--- config.mk ---
export PLATFORM = sky130hd
export DESIGN_NAME = rars_ctrl
export DESIGN_NICKNAME = d
export VERILOG_FILES = /design/src/hw/rtl/rars_pkg.sv /design/src/hw/rtl/rars_ctrl.sv
export SDC_FILE = /design/constraint.sdc
export NUM_CORES = 1
export LEC_CHECK = 0
export ABC_AREA = 0
export BUFFER_PORTS_ARGS = -buffer_cell sky130_fd_sc_hd__buf_2
export CAP_MARGIN = 25
export CORE_MARGIN = 4
export CORE_UTILIZATION = 49
export CTS_CLUSTER_SIZE = 30
export DETAILED_ROUTE_END_ITERATION = 6
export GPL_TIMING_DRIVEN = 0
export PLACE_DENSITY = 0.88
export RECOVER_POWER = 100
export SETUP_SLACK_MARGIN = 0.1
export SLEW_MARGIN = 0
export SYNTH_ARGS = -nofsm -noshare
export SYNTH_HDL_FRONTEND = slang
export SYNTH_SLANG_ARGS = --single-unit
--- constraint.sdc ---
create_clock -name aclk -period 2.2 [get_ports aclk]
set_clock_uncertainty 0.2 [all_clocks]
set_input_delay 0 -clock aclk [delete_from_list [all_inputs] [get_ports aclk]]
set_output_delay 0 -clock aclk [all_outputs]
set_load 0.01 [all_outputs]
--- src/hw/rtl/rars_pkg.sv ---
// ----------------------------------------------------------------------------
// rars_pkg: shared types and constants of the range-add / range-sum tree
// Holds the field widths, the controller states and the command and status
// bundles that pass between the controller and the datapath.
// ----------------------------------------------------------------------------
`default_nettype none

package rars_pkg;

    localparam int IDX_W         = 11;
    localparam int VAL_W         = 64;
    localparam int DEF_MAX_ELEMS = 1024;
    localparam logic [IDX_W-1:0] CFG_RESET = 11'd1024;

    typedef enum logic [4:0] {
        ST_CLEAR, ST_IDLE, ST_START, ST_POP, ST_EVAL,
        ST_QRD, ST_QACC, ST_PRD, ST_PCHK,
        ST_GMUL_LO, ST_GMUL_HI, ST_GWR, ST_PCLR,
        ST_PUSH_FIX, ST_PUSH_RIGHT, ST_PUSH_LEFT,
        ST_FIX_LEFT, ST_FIX_RIGHT, ST_FIX_WR, ST_OUT
    } state_t;

    typedef enum logic [1:0] {RD_CUR, RD_LEFT, RD_RIGHT, RD_TGT} rd_sel_t;
    typedef enum logic [1:0] {TGT_SELF, TGT_LEFT, TGT_RIGHT} give_sel_t;
    typedef enum logic [1:0] {PUSH_NONE, PUSH_FIX, PUSH_RIGHT, PUSH_LEFT} push_t;

    typedef struct packed {
        logic      load_req;
        logic      pop;
        push_t     push;
        logic      rd_en;
        rd_sel_t   rd_sel;
        logic      set_tgt;
        give_sel_t tgt_sel;
        logic      mul_lo;
        logic      mul_hi;
        logic      give_wr;
        logic      latch_tmp;
        logic      fix_wr;
        logic      pclr_wr;
        logic      acc_add;
        logic      emit;
        logic      clr_start;
        logic      clr_step;
    } cmd_t;

    typedef struct packed {
        logic sp_empty;
        logic cur_fix;
        logic cur_disjoint;
        logic cur_cover;
        logic is_query;
        logic req_empty;
        logic pend_zero;
        logic clr_done;
        logic out_busy;
    } status_t;

endpackage

`default_nettype wire

--- src/hw/rtl/rars_ctrl.sv ---
// ----------------------------------------------------------------------------
// rars_ctrl: request sequencer
// Walks the tree one micro-step per cycle and drives the datapath commands.
// ----------------------------------------------------------------------------
`default_nettype none

module rars_ctrl
    import rars_pkg::*;
(
    input  wire logic    aclk,
    input  wire logic    aresetn,
    input  wire logic    s_tvalid,
    output logic         s_tready,
    input  wire logic    cfg_we,
    input  wire status_t status,
    output cmd_t         cmd
);

    state_t    state_reg, state_next;
    give_sel_t give_sel_reg, give_sel_next;

    always_ff @(posedge aclk) begin
        if (!aresetn) begin
            state_reg    <= ST_CLEAR;
            give_sel_reg <= TGT_SELF;
        end else begin
            state_reg    <= state_next;
            give_sel_reg <= give_sel_next;
        end
    end

    // Next state.
    always_comb begin
        state_next    = state_reg;
        give_sel_next = give_sel_reg;
        unique case (state_reg)
            ST_CLEAR:   if (status.clr_done) state_next = ST_IDLE;
            ST_IDLE:    if (s_tvalid) state_next = ST_START;
            ST_START: begin
                if (status.req_empty)
                    state_next = status.is_query ? ST_OUT : ST_IDLE;
                else
                    state_next = ST_POP;
            end
            ST_POP: begin
                if (status.sp_empty)
                    state_next = status.is_query ? ST_OUT : ST_IDLE;
                else
                    state_next = ST_EVAL;
            end
            ST_EVAL: begin
                if (status.cur_fix) begin
                    state_next = ST_FIX_LEFT;
                end else if (status.cur_disjoint) begin
                    state_next = ST_POP;
                end else if (status.cur_cover) begin
                    if (status.is_query) begin
                        state_next = ST_QRD;
                    end else begin
                        state_next    = ST_GMUL_LO;
                        give_sel_next = TGT_SELF;
                    end
                end else begin
                    state_next = ST_PRD;
                end
            end
            ST_QRD:     state_next = ST_QACC;
            ST_QACC:    state_next = ST_POP;
            ST_PRD:     state_next = ST_PCHK;
            ST_PCHK: begin
                if (status.pend_zero) begin
                    state_next = status.is_query ? ST_PUSH_RIGHT : ST_PUSH_FIX;
                end else begin
                    state_next    = ST_GMUL_LO;
                    give_sel_next = TGT_LEFT;
                end
            end
            ST_GMUL_LO: state_next = ST_GMUL_HI;
            ST_GMUL_HI: state_next = ST_GWR;
            ST_GWR: begin
                unique case (give_sel_reg)
                    TGT_LEFT: begin
                        state_next    = ST_GMUL_LO;
                        give_sel_next = TGT_RIGHT;
                    end
                    TGT_RIGHT: state_next = ST_PCLR;
                    default:   state_next = ST_POP;
                endcase
            end
            ST_PCLR:       state_next = status.is_query ? ST_PUSH_RIGHT : ST_PUSH_FIX;
            ST_PUSH_FIX:   state_next = ST_PUSH_RIGHT;
            ST_PUSH_RIGHT: state_next = ST_PUSH_LEFT;
            ST_PUSH_LEFT:  state_next = ST_POP;
            ST_FIX_LEFT:   state_next = ST_FIX_RIGHT;
            ST_FIX_RIGHT:  state_next = ST_FIX_WR;
            ST_FIX_WR:     state_next = ST_POP;
            ST_OUT:        if (!status.out_busy) state_next = ST_IDLE;
            default:       state_next = ST_CLEAR;
        endcase
        if (cfg_we) state_next = ST_CLEAR;
    end

    // Outputs.
    always_comb begin
        cmd      = '0;
        s_tready = 1'b0;
        unique case (state_reg)
            ST_CLEAR: cmd.clr_step = 1'b1;
            ST_IDLE: begin
                s_tready     = !cfg_we;
                cmd.load_req = s_tvalid && !cfg_we;
            end
            ST_POP:  cmd.pop = !status.sp_empty;
            ST_EVAL: begin
                if (!status.cur_fix && !status.cur_disjoint && status.cur_cover
                    && !status.is_query) begin
                    cmd.set_tgt = 1'b1;
                    cmd.tgt_sel = TGT_SELF;
                end
            end
            ST_QRD: begin
                cmd.rd_en  = 1'b1;
                cmd.rd_sel = RD_CUR;
            end
            ST_QACC: cmd.acc_add = 1'b1;
            ST_PRD: begin
                cmd.rd_en  = 1'b1;
                cmd.rd_sel = RD_CUR;
            end
            ST_PCHK: begin
                if (!status.pend_zero) begin
                    cmd.set_tgt = 1'b1;
                    cmd.tgt_sel = TGT_LEFT;
                end
            end
            ST_GMUL_LO: begin
                cmd.rd_en  = 1'b1;
                cmd.rd_sel = RD_TGT;
                cmd.mul_lo = 1'b1;
            end
            ST_GMUL_HI: cmd.mul_hi = 1'b1;
            ST_GWR: begin
                cmd.give_wr = 1'b1;
                if (give_sel_reg == TGT_LEFT) begin
                    cmd.set_tgt = 1'b1;
                    cmd.tgt_sel = TGT_RIGHT;
                end
            end
            ST_PCLR:       cmd.pclr_wr = 1'b1;
            ST_PUSH_FIX:   cmd.push = PUSH_FIX;
            ST_PUSH_RIGHT: cmd.push = PUSH_RIGHT;
            ST_PUSH_LEFT:  cmd.push = PUSH_LEFT;
            ST_FIX_LEFT: begin
                cmd.rd_en  = 1'b1;
                cmd.rd_sel = RD_LEFT;
            end
            ST_FIX_RIGHT: begin
                cmd.rd_en     = 1'b1;
                cmd.rd_sel    = RD_RIGHT;
                cmd.latch_tmp = 1'b1;
            end
            ST_FIX_WR: cmd.fix_wr = 1'b1;
            ST_OUT:    cmd.emit = !status.out_busy;
            default:   cmd = '0;
        endcase
        if (cfg_we) begin
            cmd           = '0;
            cmd.clr_start = 1'b1;
        end
    end

endmodule

`default_nettype wire

==> results.json <==
{
  "vias": 1331,
  "cts_inserted_buffers": 3,
  "nets": 210,
  "timing.hold.ws_ps": 34.9,
  "failed_checks": "setup timing",
  "r2r_cells": 6,
  "final_common_cell": "buf_2",
  "worstSkewPairLatency_ps": 250,
  "routed_wl_um": 3580,
  "place.gp.congestion": 0.948,
  "path_clk_slew_ps": 60,
  "grt_max_degree": 11,
  "nFillCells": 165,
  "pre_cts_ws_ps": -125,
  "max_stage_delay_ps": 490,
  "synth-seq-area-share_pct": 14.7,
  "end_kind": "output port",
  "grt_pass1_wl_um": 5800,
  "power.density_nw_per_um2": 264,
  "synth.distinct_cells": 44,
  "fp.dieArea_sq_um": 2720,
  "antenna_found_initial": 0,
  "crit_buf_inv": 1,
  "post_drt_via_cell_ratio": 6.11,
  "start_util_pct": 53.5,
  "peakVddDrop_mv": 0.231,
  "status": "finished, violations left",
  "worstPathCellList": "or2_4 -> or4_4 -> o31a_1 -> a2111oi_4 -> buf_2",
  "gr-total-overflow": 0,
  "cts_tree": "yes",
  "fmax_ghz": 0.414,
  "die_w_um": 52.1,
  "synth_edf_count": 0,
  "post_drt_wl_per_cell_um": 16.4,
  "hold_path.class": "in2reg",
  "hold_viol_final": 0,
  "rsz0062_at_grt": "yes",
  "layout-drive-gt1-share_pct": 29.5,
  "critPathKind": "reg2out",
  "place_hpwl_um": 2560,
  "clk_path_buf_depth": 2,
  "slowest_stage": "or4_4",
  "htree_num_levels": 1,
  "fin_cells": 218,
  "initialDrtViolationCount": 101,
  "hold_depth": 5,
  "final_cell_mix": "buf_2, nor2_1, nand2_1",
  "netlist_instances": 147,
  "drv_slew": 0,
  "drcViolationCount": 0,
  "syn_area_sq_um": 955,
  "firstDrtPassIters": 5,
  "area_delta_synth_final_pct": 36.0,
  "dp_cells": 205,
  "root_buffer": "clkbuf_4",
  "io_pins": 34,
  "crit_arrival_ps": 2210,
  "tightest_slew_ps": 551,
  "ys_ff_latch": 7,
  "n_antenna_cell": 0,
  "async_flop_share_pct": 0,
  "p_leak_nw": 0.562,
  "min_period_ps": 2410,
  "cp.required_ps": 2000,
  "yosys_most_used_dff": "dfxtp_1",
  "ys_warn_count": 0,
  "fin_crit_sh_pct": 110,
  "fp.coreArea_sq_um": 1780,
  "largest_reg_flops": 5,
  "max_cap_viol_count": 0,
  "synth_fp_nets": 163,
  "setup_ws_ps": -214,
  "final_util_pct": 72.8,
  "grtUsageTotal_pct": 27.9,
  "final.setup.tns_ps": -222,
  "critPathLaunchType": "flop",
  "critPathTopFamily": "simple AND/OR/NAND/NOR gates",
  "io_buffers": 33,
  "ant_nets": 0,
  "grt_pass1_vias": 1203,
  "clkSinkCount": 7,
  "cp.depth": 5,
  "rows": 15,
  "syn_avg_cell_area_sq_um": 6.49,
  "slew_headroom_pct": 63.2,
  "die_h_um": 52.1,
  "setup_viol": 2,
  "critPathMaxFanout": 2
}
-- through the flow --
step           power [mW]  instance area, sq um
6_report            0.343                  1300
5_1_grt             0.355                  1300
4_1_cts             0.334                  1280
3_5_place_dp        0.208                  1160
3_3_place_gp        0.206                  1160
2_1_floorplan       0.176                   967
-- kinds of logic after synthesis --
logic type | Yosys count | synth area share [%]
xor+xnor | 1 | 0.918
mux | 2 | 2.10
simple gates | 77 | 42.6
buf+inv | 19 | 8.65
compound gates | 38 | 27.1
fa+ha+maj | 3 | 3.93
flops | 7 | 14.7
-- area by class of cell --
type                       count  area [sq um]  area share (%)
timing repair buffer          43           253            19.5
buffer                        10          51.3            3.95
tap                           25          31.3            2.41
inverter                       8          30.0            2.31
sequential                     7           143            11.0
clock buffer                   4          26.3            2.02
multi-input combinational    121           764            58.9
-- worst register-to-register path, cell delays in order, from the launching register on --
cell and delay [ps]:
dfxtp_1 370, clkbuf_2 220, nor2_1 460, a31oi_1 160, a2111oi_0 460, nor3_1 120, a31oi_1 140
-- worst paths after layout --
kind	to	startpoint	slack, ps
max reg2reg	state_reg[1]	state_reg[3]	-10
min reg2reg	give_sel_reg[0]	give_sel_reg[0]	310
min	state_reg[4]	status[3]	30
max	cmd[12]	state_reg[1]	-210
-- layer usage --
layer	vias to the layer above	GRT usage (%)	wire, um
li1	625	-	-
met1	596	37.8	1390
met2	99	46.4	1720
met3	11	3.44	410
met4	0	7.23	57
met5	-	0	0
-- power by group --
part	total, mW	leakage (nW)	internal [mW]	switching, mW
registers	0.129	0.0576	0.128	0.000610
clock network	0.124	0.0150	0.0697	0.0541
logic	0.0903	0.489	0.0389	0.0514
total	0.343	0.562	0.237	0.106
-- repair_timing --
item | CTS | global route
buffers inserted | 3 | 1
endpoints found under the setup margin | 20 | 18
gates resized for setup | 6 | 14
endpoints found under the hold margin | 6 | 0
pin swaps | 4 | 4
hold buffers | 6 | 0
-- cell usage after synthesis (3+ instances only) --
| library cell | number | area [sq um] |
|---|---|---|
| a31oi_1 | 4 | 25.0 |
| a21oi_1 | 6 | 30.0 |
| nor3_1 | 12 | 60.1 |
| nand4_1 | 3 | 18.8 |
| nand2_1 | 13 | 48.8 |
| nand3_1 | 5 | 25.0 |
| nor2_1 | 14 | 52.6 |
| or2_2 | 3 | 18.8 |
| nand2b_1 | 9 | 56.3 |
| inv_1 | 8 | 30.0 |
| clkbuf_1 | 7 | 26.3 |
| dfxtp_1 | 7 | 140 |
| a21boi_0 | 3 | 22.5 |
| nor2b_1 | 5 | 31.3 |
| ha_1 | 3 | 37.5 |
| o21ai_0 | 10 | 50.1 |
No activity file was read; power rests on OpenSTA's default activity.
